File: src/hdl/assert_macros.svh
// Assertion macros shared by the receiver modules.
// Depends on clk and rst_n being visible in the module that expands them.
`ifndef ASSERT_MACROS_SVH
`define ASSERT_MACROS_SVH
`ifndef SYNTHESIS
// Checked on every rising edge of clk while reset is released.
`define GRN_ASSERT(lbl, prop, msg) \
    lbl: assert property (@(posedge clk) disable iff (!rst_n) prop) else $error(msg);
// Checked on every rising edge of clk, reset included.
`define GRN_ASSERT_ALWAYS(lbl, prop, msg) \
    lbl: assert property (@(posedge clk) prop) else $error(msg);
`else
`define GRN_ASSERT(lbl, prop, msg)
`define GRN_ASSERT_ALWAYS(lbl, prop, msg)
`endif
`endif

File: src/hdl/grn_pkg.sv
// Types and constants of the Go-Back-N receiver.
// Used by grn_front, grn_queue, grn_back and go_back_n_receiver; no dependencies.
`default_nettype none

package grn_pkg;

    // Input item kinds.
    localparam logic [1:0] MODE_DATA  = 2'd0;
    localparam logic [1:0] MODE_QUERY = 2'd1;
    localparam logic [1:0] MODE_TICK  = 2'd2;

    // Configuration register indexes.
    localparam logic CFG_WINDOW_SIZE = 1'b0;
    localparam logic CFG_ACK_EVERY   = 1'b1;

    localparam logic [7:0] WINDOW_SIZE_RESET = 8'd7;
    localparam logic [7:0] ACK_EVERY_RESET   = 8'd1;

    // Queue between the front and back parts.
    localparam int QUEUE_DEPTH    = 4;
    localparam int QUEUE_PTR_BITS = 2;
    localparam int QUEUE_CNT_BITS = 3;

    typedef enum logic [1:0] {
        KIND_ACK   = 2'd0,
        KIND_RNR   = 2'd1,
        KIND_RR    = 2'd2,
        KIND_REPLY = 2'd3
    } kind_t;

    // The results caused by one request: one always, a second when 'two' is set.
    typedef struct packed {
        logic        two;
        kind_t       kind0;
        logic [7:0]  value0;
        kind_t       kind1;
        logic [7:0]  value1;
    } grn_rec_t;

endpackage

`default_nettype wire

File: src/hdl/grn_front.sv
// Front part of the receiver: configuration registers, protocol state and
// classification of each request into a record of results. Depends on grn_pkg.
`default_nettype none

module grn_front
    import grn_pkg::*;
#(
    parameter int SEQ_MODULUS = 8,
    parameter int OCC_BITS    = 9
)
(
    input  wire logic       clk,
    input  wire logic       rst_n,
    input  wire logic       cfg_write,
    input  wire logic       cfg_index,
    input  wire logic [7:0] cfg_data,
    input  wire logic       accept,
    input  wire logic [1:0] mode,
    input  wire logic [2:0] seq_num,
    input  wire logic       lost,
    output grn_rec_t        rec,
    output logic            rec_valid
);

    localparam int SEQ_BITS = (SEQ_MODULUS > 2) ? $clog2(SEQ_MODULUS) : 1;
    localparam logic [SEQ_BITS-1:0] SEQ_LAST = SEQ_BITS'(SEQ_MODULUS - 1);

    logic [7:0]          window_size_reg, window_size_next;
    logic [7:0]          ack_every_reg, ack_every_next;
    logic [SEQ_BITS-1:0] expected_reg, expected_next;
    logic [7:0]          frames_reg, frames_next;
    logic [OCC_BITS-1:0] occ_reg, occ_next;
    logic                not_ready_reg, not_ready_next;

    logic [SEQ_BITS-1:0] expected_adv;
    logic [7:0]          expected_val;
    logic [7:0]          frames_inc;
    logic [OCC_BITS-1:0] occ_inc;
    logic [OCC_BITS-1:0] occ_dec;
    logic                buf_full;
    logic                in_order;
    logic                raise_rnr;
    logic                send_ack;
    logic [7:0]          ack_val;

    assign expected_adv = (expected_reg == SEQ_LAST) ? '0 : expected_reg + 1'b1;
    assign expected_val = 8'(expected_reg);
    assign frames_inc   = (&frames_reg) ? frames_reg : frames_reg + 8'd1;
    assign occ_inc      = (&occ_reg) ? occ_reg : occ_reg + 1'b1;
    assign occ_dec      = occ_reg - 1'b1;
    assign buf_full     = occ_reg >= OCC_BITS'(window_size_reg);
    assign in_order     = 8'(seq_num) == expected_val;
    assign raise_rnr    = buf_full && !not_ready_reg;

    always_comb
    begin
        window_size_next = window_size_reg;
        ack_every_next   = ack_every_reg;
        expected_next    = expected_reg;
        frames_next      = frames_reg;
        occ_next         = occ_reg;
        not_ready_next   = not_ready_reg;
        rec              = '0;
        rec_valid        = 1'b0;
        send_ack         = 1'b0;
        ack_val          = expected_val;

        if (cfg_write)
        begin
            case (cfg_index)
                CFG_WINDOW_SIZE: window_size_next = cfg_data;
                CFG_ACK_EVERY:   ack_every_next   = cfg_data;
                default:         ;
            endcase
        end

        if (accept)
        begin
            case (mode)
                MODE_QUERY:
                begin
                    rec.kind0  = KIND_REPLY;
                    rec.value0 = window_size_reg;
                    rec_valid  = 1'b1;
                end
                MODE_TICK:
                begin
                    if (occ_reg != '0)
                    begin
                        occ_next = occ_dec;
                        if (not_ready_reg && (occ_dec < OCC_BITS'(window_size_reg)))
                        begin
                            not_ready_next = 1'b0;
                            rec.kind0      = KIND_RR;
                            rec.value0     = expected_val;
                            rec_valid      = 1'b1;
                        end
                    end
                end
                MODE_DATA:
                begin
                    if (raise_rnr)
                    begin
                        not_ready_next = 1'b1;
                    end
                    if (!lost)
                    begin
                        if (in_order)
                        begin
                            occ_next      = occ_inc;
                            expected_next = expected_adv;
                            if (frames_inc >= ack_every_reg)
                            begin
                                send_ack    = 1'b1;
                                ack_val     = 8'(expected_adv);
                                frames_next = 8'd0;
                            end
                            else
                            begin
                                frames_next = frames_inc;
                            end
                        end
                        else
                        begin
                            // Out of order: repeat the acknowledgement of the
                            // expected number and restart the count.
                            send_ack    = 1'b1;
                            frames_next = 8'd0;
                        end
                    end
                    if (raise_rnr)
                    begin
                        rec.kind0  = KIND_RNR;
                        rec.value0 = expected_val;
                        rec.two    = send_ack;
                        rec.kind1  = KIND_ACK;
                        rec.value1 = ack_val;
                        rec_valid  = 1'b1;
                    end
                    else if (send_ack)
                    begin
                        rec.kind0  = KIND_ACK;
                        rec.value0 = ack_val;
                        rec_valid  = 1'b1;
                    end
                end
                default: ;
            endcase
        end
    end

    always_ff @(posedge clk or negedge rst_n)
    begin
        if (!rst_n)
        begin
            window_size_reg <= WINDOW_SIZE_RESET;
            ack_every_reg   <= ACK_EVERY_RESET;
            expected_reg    <= '0;
            frames_reg      <= '0;
            occ_reg         <= '0;
            not_ready_reg   <= 1'b0;
        end
        else
        begin
            window_size_reg <= window_size_next;
            ack_every_reg   <= ack_every_next;
            expected_reg    <= expected_next;
            frames_reg      <= frames_next;
            occ_reg         <= occ_next;
            not_ready_reg   <= not_ready_next;
        end
    end

endmodule

`default_nettype wire

File: src/hdl/grn_queue.sv
// Short queue of result records between the front and back parts.
// Depends on grn_pkg and assert_macros.svh.
`default_nettype none
`include "assert_macros.svh"

module grn_queue
    import grn_pkg::*;
(
    input  wire logic     clk,
    input  wire logic     rst_n,
    input  wire logic     wr_en,
    input  wire grn_rec_t wr_rec,
    input  wire logic     rd_en,
    output grn_rec_t      rd_rec,
    output logic          not_empty,
    output logic          full
);

    grn_rec_t                  entry_reg [QUEUE_DEPTH];
    logic [QUEUE_PTR_BITS-1:0] wr_ptr_reg, wr_ptr_next;
    logic [QUEUE_PTR_BITS-1:0] rd_ptr_reg, rd_ptr_next;
    logic [QUEUE_CNT_BITS-1:0] cnt_reg, cnt_next;
    logic [QUEUE_PTR_BITS-1:0] ptr_gap;

    assign full      = cnt_reg == QUEUE_CNT_BITS'(QUEUE_DEPTH);
    assign not_empty = cnt_reg != '0;
    assign rd_rec    = entry_reg[rd_ptr_reg];
    assign ptr_gap   = wr_ptr_reg - rd_ptr_reg;

    always_comb
    begin
        wr_ptr_next = wr_en ? wr_ptr_reg + 1'b1 : wr_ptr_reg;
        rd_ptr_next = rd_en ? rd_ptr_reg + 1'b1 : rd_ptr_reg;
        cnt_next    = cnt_reg;
        if (wr_en && !rd_en)
        begin
            cnt_next = cnt_reg + 1'b1;
        end
        else if (rd_en && !wr_en)
        begin
            cnt_next = cnt_reg - 1'b1;
        end
    end

    always_ff @(posedge clk)
    begin
        if (wr_en)
        begin
            entry_reg[wr_ptr_reg] <= wr_rec;
        end
    end

    always_ff @(posedge clk or negedge rst_n)
    begin
        if (!rst_n)
        begin
            wr_ptr_reg <= '0;
            rd_ptr_reg <= '0;
            cnt_reg    <= '0;
        end
        else
        begin
            wr_ptr_reg <= wr_ptr_next;
            rd_ptr_reg <= rd_ptr_next;
            cnt_reg    <= cnt_next;
        end
    end

    `GRN_ASSERT(a_no_write_when_full, wr_en |-> !full, "queue written while full")
    `GRN_ASSERT(a_no_read_when_empty, rd_en |-> not_empty, "queue read while empty")
    `GRN_ASSERT(a_cnt_tracks_ptrs, !full |-> (ptr_gap == QUEUE_PTR_BITS'(cnt_reg)), "queue count off")

endmodule

`default_nettype wire

File: src/hdl/grn_back.sv
// Back part of the receiver: takes records from the queue and hands their
// results out one at a time on the result port. Depends on grn_pkg and assert_macros.svh.
`default_nettype none
`include "assert_macros.svh"

module grn_back
    import grn_pkg::*;
(
    input  wire logic       clk,
    input  wire logic       rst_n,
    input  wire logic       q_valid,
    input  wire grn_rec_t   q_rec,
    output logic            q_pop,
    input  wire logic       pop,
    output logic            empty,
    output logic [1:0]      kind,
    output logic [7:0]      value,
    output logic            last
);

    grn_rec_t rec_reg;
    logic     valid_reg, valid_next;
    logic     phase_reg, phase_next;
    logic     taken;
    logic     finish;

    assign empty  = !valid_reg;
    assign last   = phase_reg || !rec_reg.two;
    assign kind   = phase_reg ? rec_reg.kind1 : rec_reg.kind0;
    assign value  = phase_reg ? rec_reg.value1 : rec_reg.value0;
    assign taken  = pop && valid_reg;
    assign finish = taken && last;
    assign q_pop  = q_valid && (!valid_reg || finish);

    always_comb
    begin
        valid_next = valid_reg;
        phase_next = phase_reg;
        if (q_pop)
        begin
            valid_next = 1'b1;
            phase_next = 1'b0;
        end
        else if (finish)
        begin
            valid_next = 1'b0;
            phase_next = 1'b0;
        end
        else if (taken)
        begin
            phase_next = 1'b1;
        end
    end

    always_ff @(posedge clk)
    begin
        if (q_pop)
        begin
            rec_reg <= q_rec;
        end
    end

    always_ff @(posedge clk or negedge rst_n)
    begin
        if (!rst_n)
        begin
            valid_reg <= 1'b0;
            phase_reg <= 1'b0;
        end
        else
        begin
            valid_reg <= valid_next;
            phase_reg <= phase_next;
        end
    end

    `GRN_ASSERT(a_phase_needs_pair, phase_reg |-> (valid_reg && rec_reg.two), "second result shown without a pair")
    `GRN_ASSERT(a_second_follows, (taken && !last) |=> (!empty && last), "second result of a pair not shown next")
    `GRN_ASSERT(a_drains, (finish && !q_valid) |=> empty, "result port not empty after last result taken")

endmodule

`default_nettype wire

File: src/hdl/go_back_n_receiver.sv
// Go-Back-N receiver: top level joining the front part, the record queue and the back part.
// Depends on grn_pkg, grn_front, grn_queue and grn_back.
`default_nettype none

// Path: an accepted request's record is written into the queue, and the back part
// then loads it into its record register, which drives the result ports.
// Throughput: one request per cycle while the queue is not full; a data frame that
// raises RNR and also acknowledges causes two results, which the back part hands out
// through the single result port one per cycle while pop is asserted.
// Reset (rst_n, asynchronous, active low) clears all protocol state and the queue,
// and sets window_size to 7 and ack_every to 1.

module go_back_n_receiver
    import grn_pkg::*;
#(
    parameter int SEQ_MODULUS = 8,
    parameter int OCC_BITS    = 9
)
(
    input  wire logic       clk,
    input  wire logic       rst_n,
    input  wire logic       cfg_write,
    input  wire logic       cfg_index,
    input  wire logic [7:0] cfg_data,
    input  wire logic       push,
    output logic            full,
    input  wire logic [1:0] mode,
    input  wire logic [2:0] seq_num,
    input  wire logic       lost,
    output logic            empty,
    input  wire logic       pop,
    output logic [1:0]      kind,
    output logic [7:0]      value,
    output logic            last
);

    // A request is taken whenever the queue has room. The front part updates
    // its state in the same edge and, if the request causes any result, writes
    // one record holding up to two results into the queue.
    logic     accept;
    grn_rec_t front_rec;
    logic     front_rec_valid;
    grn_rec_t head_rec;
    logic     head_valid;
    logic     head_pop;

    assign accept = push && !full;

    grn_front #(
        .SEQ_MODULUS (SEQ_MODULUS),
        .OCC_BITS    (OCC_BITS)
    ) u_front (
        .clk       (clk),
        .rst_n     (rst_n),
        .cfg_write (cfg_write),
        .cfg_index (cfg_index),
        .cfg_data  (cfg_data),
        .accept    (accept),
        .mode      (mode),
        .seq_num   (seq_num),
        .lost      (lost),
        .rec       (front_rec),
        .rec_valid (front_rec_valid)
    );

    // The queue lets the front keep taking requests while results wait on the
    // result port, and lets the back drain while no requests arrive.
    grn_queue u_queue (
        .clk       (clk),
        .rst_n     (rst_n),
        .wr_en     (front_rec_valid),
        .wr_rec    (front_rec),
        .rd_en     (head_pop),
        .rd_rec    (head_rec),
        .not_empty (head_valid),
        .full      (full)
    );

    // The back part holds the record being shown and steps through its
    // results; it fetches the next record in the cycle the last one is taken.
    grn_back u_back (
        .clk     (clk),
        .rst_n   (rst_n),
        .q_valid (head_valid),
        .q_rec   (head_rec),
        .q_pop   (head_pop),
        .pop     (pop),
        .empty   (empty),
        .kind    (kind),
        .value   (value),
        .last    (last)
    );

endmodule

`default_nettype wire
File: config.mk
export PLATFORM = sky130hd
export DESIGN_NAME = go_back_n_receiver
export DESIGN_NICKNAME = d
export VERILOG_FILES = /design/src/hdl/grn_pkg.sv /design/src/hdl/grn_front.sv /design/src/hdl/grn_queue.sv /design/src/hdl/grn_back.sv /design/src/hdl/go_back_n_receiver.sv
export VERILOG_INCLUDE_DIRS = /design/src /design/src/hdl
export SDC_FILE = /design/constraint.sdc
export NUM_CORES = 1
export LEC_CHECK = 0
export BUFFER_PORTS_ARGS = -buffer_cell sky130_fd_sc_hd__buf_2
export CAP_MARGIN = 30
export CORE_ASPECT_RATIO = 1.2
export CORE_MARGIN = 2
export CORE_UTILIZATION = 35
export CTS_BUF_LIST = sky130_fd_sc_hd__clkbuf_8
export DETAILED_ROUTE_END_ITERATION = 7
export GPL_ROUTABILITY_DRIVEN = 0
export GPL_TIMING_DRIVEN = 0
export REMOVE_ABC_BUFFERS = 1
export SYNTH_ARGS = -nofsm -noshare
export SYNTH_HDL_FRONTEND = slang
export SYNTH_SLANG_ARGS = --single-unit
File: constraint.sdc
create_clock -name clk -period 6.85 [get_ports clk]
set_input_delay 0.3425 -clock clk [delete_from_list [all_inputs] [get_ports clk]]
set_output_delay 0.3425 -clock clk [all_outputs]
set_load 0.1 [all_outputs]
==> results.yml <==
outcome:
  outcome: "completed"
cts:
  cts_tree: "done"
  clk_latency_ns: 0.44
  cts_num_sinks: 116
  cts_buffer_depth: 2
  cts_buffers: 17
  path_clk_slew_ns: 0.07
  htreeDepth: 4
  post_cts.repair.setup_buffers: 0
  root_buffer: "clkbuf_8"
place:
  dpl_cell_area_um2: 6380
  dpl.cell_count: 709
  portBuffers: 32
  hpwl_um: 8790
pwr:
  ir_worst_vdd_uv: 131
  p_leak_uw: 0.00275
  totalPowerFinal_uw: 2740
  cellPowerDensity_nw_per_um2: 407
worst_setup_path:
  slowest_delay_ns: 0.47
  crit_path_top_delay_cell: "or4_1"
  worstSetupStartpointType: "register"
  cp_top_family: "compound AO/OA/AOI/OAI gates"
  worstSetupEndpointType: "register"
  crit_path_cell_trace: "and3_1 -> a41oi_1 -> xor2_1 -> ha_1 -> or4_1 -> a21oi_1 -> a211oi_1 -> o31a_2 -> a221oi_4 -> inv_1 -> ha_1 -> inv_1 -> fa_1 -> mux2_2"
  crit_arrival_ns: 4.71
  crit_fanout: 7
  worstPathRequired_ns: 7.18
  path_buf_inv: 2
  crit_type: "register to register"
layout:
  final_common_cell: "edfxtp_1"
  final_cell_area_um2: 6740
  num_antenna_cells: 0
  mostFrequentLayoutCells: "70 x edfxtp_1, 42 x dfrtp_1, 36 x nand2_1, 36 x ha_1, 34 x inv_1"
  drive_gt1_frac: 0.210
  fin_util: 0.403
  layout.cells.non_filler: 741
  largest_register_ffs: 56
  nNetsFinal: 570
  syn2layout_area_growth_pct: 13.8
synth:
  seq_area_frac_synth: 0.550
  synth.largest_area_cell: "edfxtp_1"
  netlist.area_leader.share: 0.355
  synth_cells: 471
  synth_edf_count: 70
  yosysUniqueCellTypes: 64
  synthTopCellsByArea: "edfxtp_1 35%, dfrtp_1 18%, ha_1 7.6%"
  ys_ff_latch: 116
  yosysWarningCount: 0
  synth_ff_type: "edfxtp_1"
  synth_area_um2: 5920
  syn_avg_cell_area_um2: 12.6
  async_reset_ff_frac: 0.397
run:
  drv_cap: 0
floorplanning:
  die-area_um2: 18000
  initial_core_util: 0.354
  ioPinCount: 33
  core_um2: 16700
  die_w_um: 123
  rows: 52
  die_h_um: 147
sta:
  setup_tns_ns: 0
  period_minus_slack_ns: 4.38
  max_freq_mhz: 228
  tightest_slew_ns: 0.888
  rsz0062_at_grt: "false"
  finalHoldViolations: 0
  finClkSkew_ns: 0.0126
  post-route-period-util: 0.639
  setup-violations-final: 0
  relSlewSlack: 0.406
  slew_viol_final: 0
route:
  ant_nets: 0
  first_pass_iters: 4
  wl_per_cell_um: 16.4
  drcViolationCount: 0
  wl_um: 12200
  viasPerCell: 5.14
  drt-initial-drc-count: 218
  vias: 3806
grt:
  grt_max_degree: 34
  grt_pass1_wl_um: 19900
  antenna_found_initial: 1
  first_global_vias: 3965
  grt-ovfl-total: 0
  grt.total_usage: 0.146
worst_hold_path:
  hold_path.class: "input port to register"
-- worst paths after layout --
path	from	endpoint	slack, ns	cells after the start
hold reg to reg	u_queue.cnt_reg[2]	u_queue.cnt_reg[2]	0.49	1
min in group asynchronous	rst_n	u_front.occ_reg[7]	0.39	2
max in group asynchronous	rst_n	u_front.window_size_reg[2]	5.86	3
hold / removal	cfg_data[1]	u_front.window_size_reg[1]	0.13	3
setup reg to reg	u_front.frames_reg[3]	u_queue.cnt_reg[1]	2.47	14
setup / recovery	u_front.frames_reg[3]	u_queue.cnt_reg[1]	2.47	14
-- synthesized netlist by cell type (all sizes together), types with 14 or more instances --
library cell,number
o21ai,22
nand2,36
dfrtp,42
a21oi,22
inv,32
mux4,14
ha,36
nor2,24
nor2b,14
edfxtp,70
mux2,16
xor2,15
-- cell type report --
type | instances | area (µm²)
clock buffers | 17 | 234
clock inverters | 14 | 123
fillers | 1603 | 9980
inverters | 32 | 120
multi-input cells | 309 | 2490
flip-flops and latches | 116 | 3260
well taps | 216 | 270
repair buffers | 37 | 244
-- power by group --
part	switching, µW	total (µW)	internal (µW)
Combinational	675	1060	389
Clock	274	585	311
Sequential	161	1090	934
Total	1110	2740	1630
-- per-stage QoR --
step	hold slack, ns	worst slack, ns
floorplan	0.0469	3.06
global placement	0.474	2.26
detailed placement	0.318	2.50
CTS	0.108	2.47
global route	0.107	2.09
finish	0.131	2.47
-- worst reg2reg max path: stages, from the launching register on --
cell and delay (ns):
dfrtp_1 0.45, and3_1 0.28, a41oi_1 0.46, xor2_1 0.14
ha_1 0.24, or4_1 0.47, a21oi_1 0.14, a211oi_1 0.12
o31a_2 0.41, a221oi_4 0.43, inv_1 0.14, ha_1 0.26
inv_1 0.07, fa_1 0.40, mux2_2 0.27
-- routing by layer --
metal	GRT usage	wire length [µm]	vias up
li1	-	-	1835
met5	0	13	-
met1	0.176	5280	1899
met4	0.0448	122	2
met2	0.246	6290	58
met3	0.0477	463	12
-- logic make-up after synthesis --
group	count (synthesis)	synth area share
xor+xnor	24	0.0355
simple gates	126	0.114
buf+inv	46	0.0308
mux	38	0.0971
compound gates	84	0.0933
fa+ha+maj	37	0.0794
flops	116	0.550
-- timing repair --
| action | 4_1_cts | 5_1_grt |
|---|---|---|
| resized for setup | 0 | 0 |
| hold buffers | 1 | 0 |
| endpoints found under the hold margin | 13 | 0 |
Power figures use the tool's default switching activity.
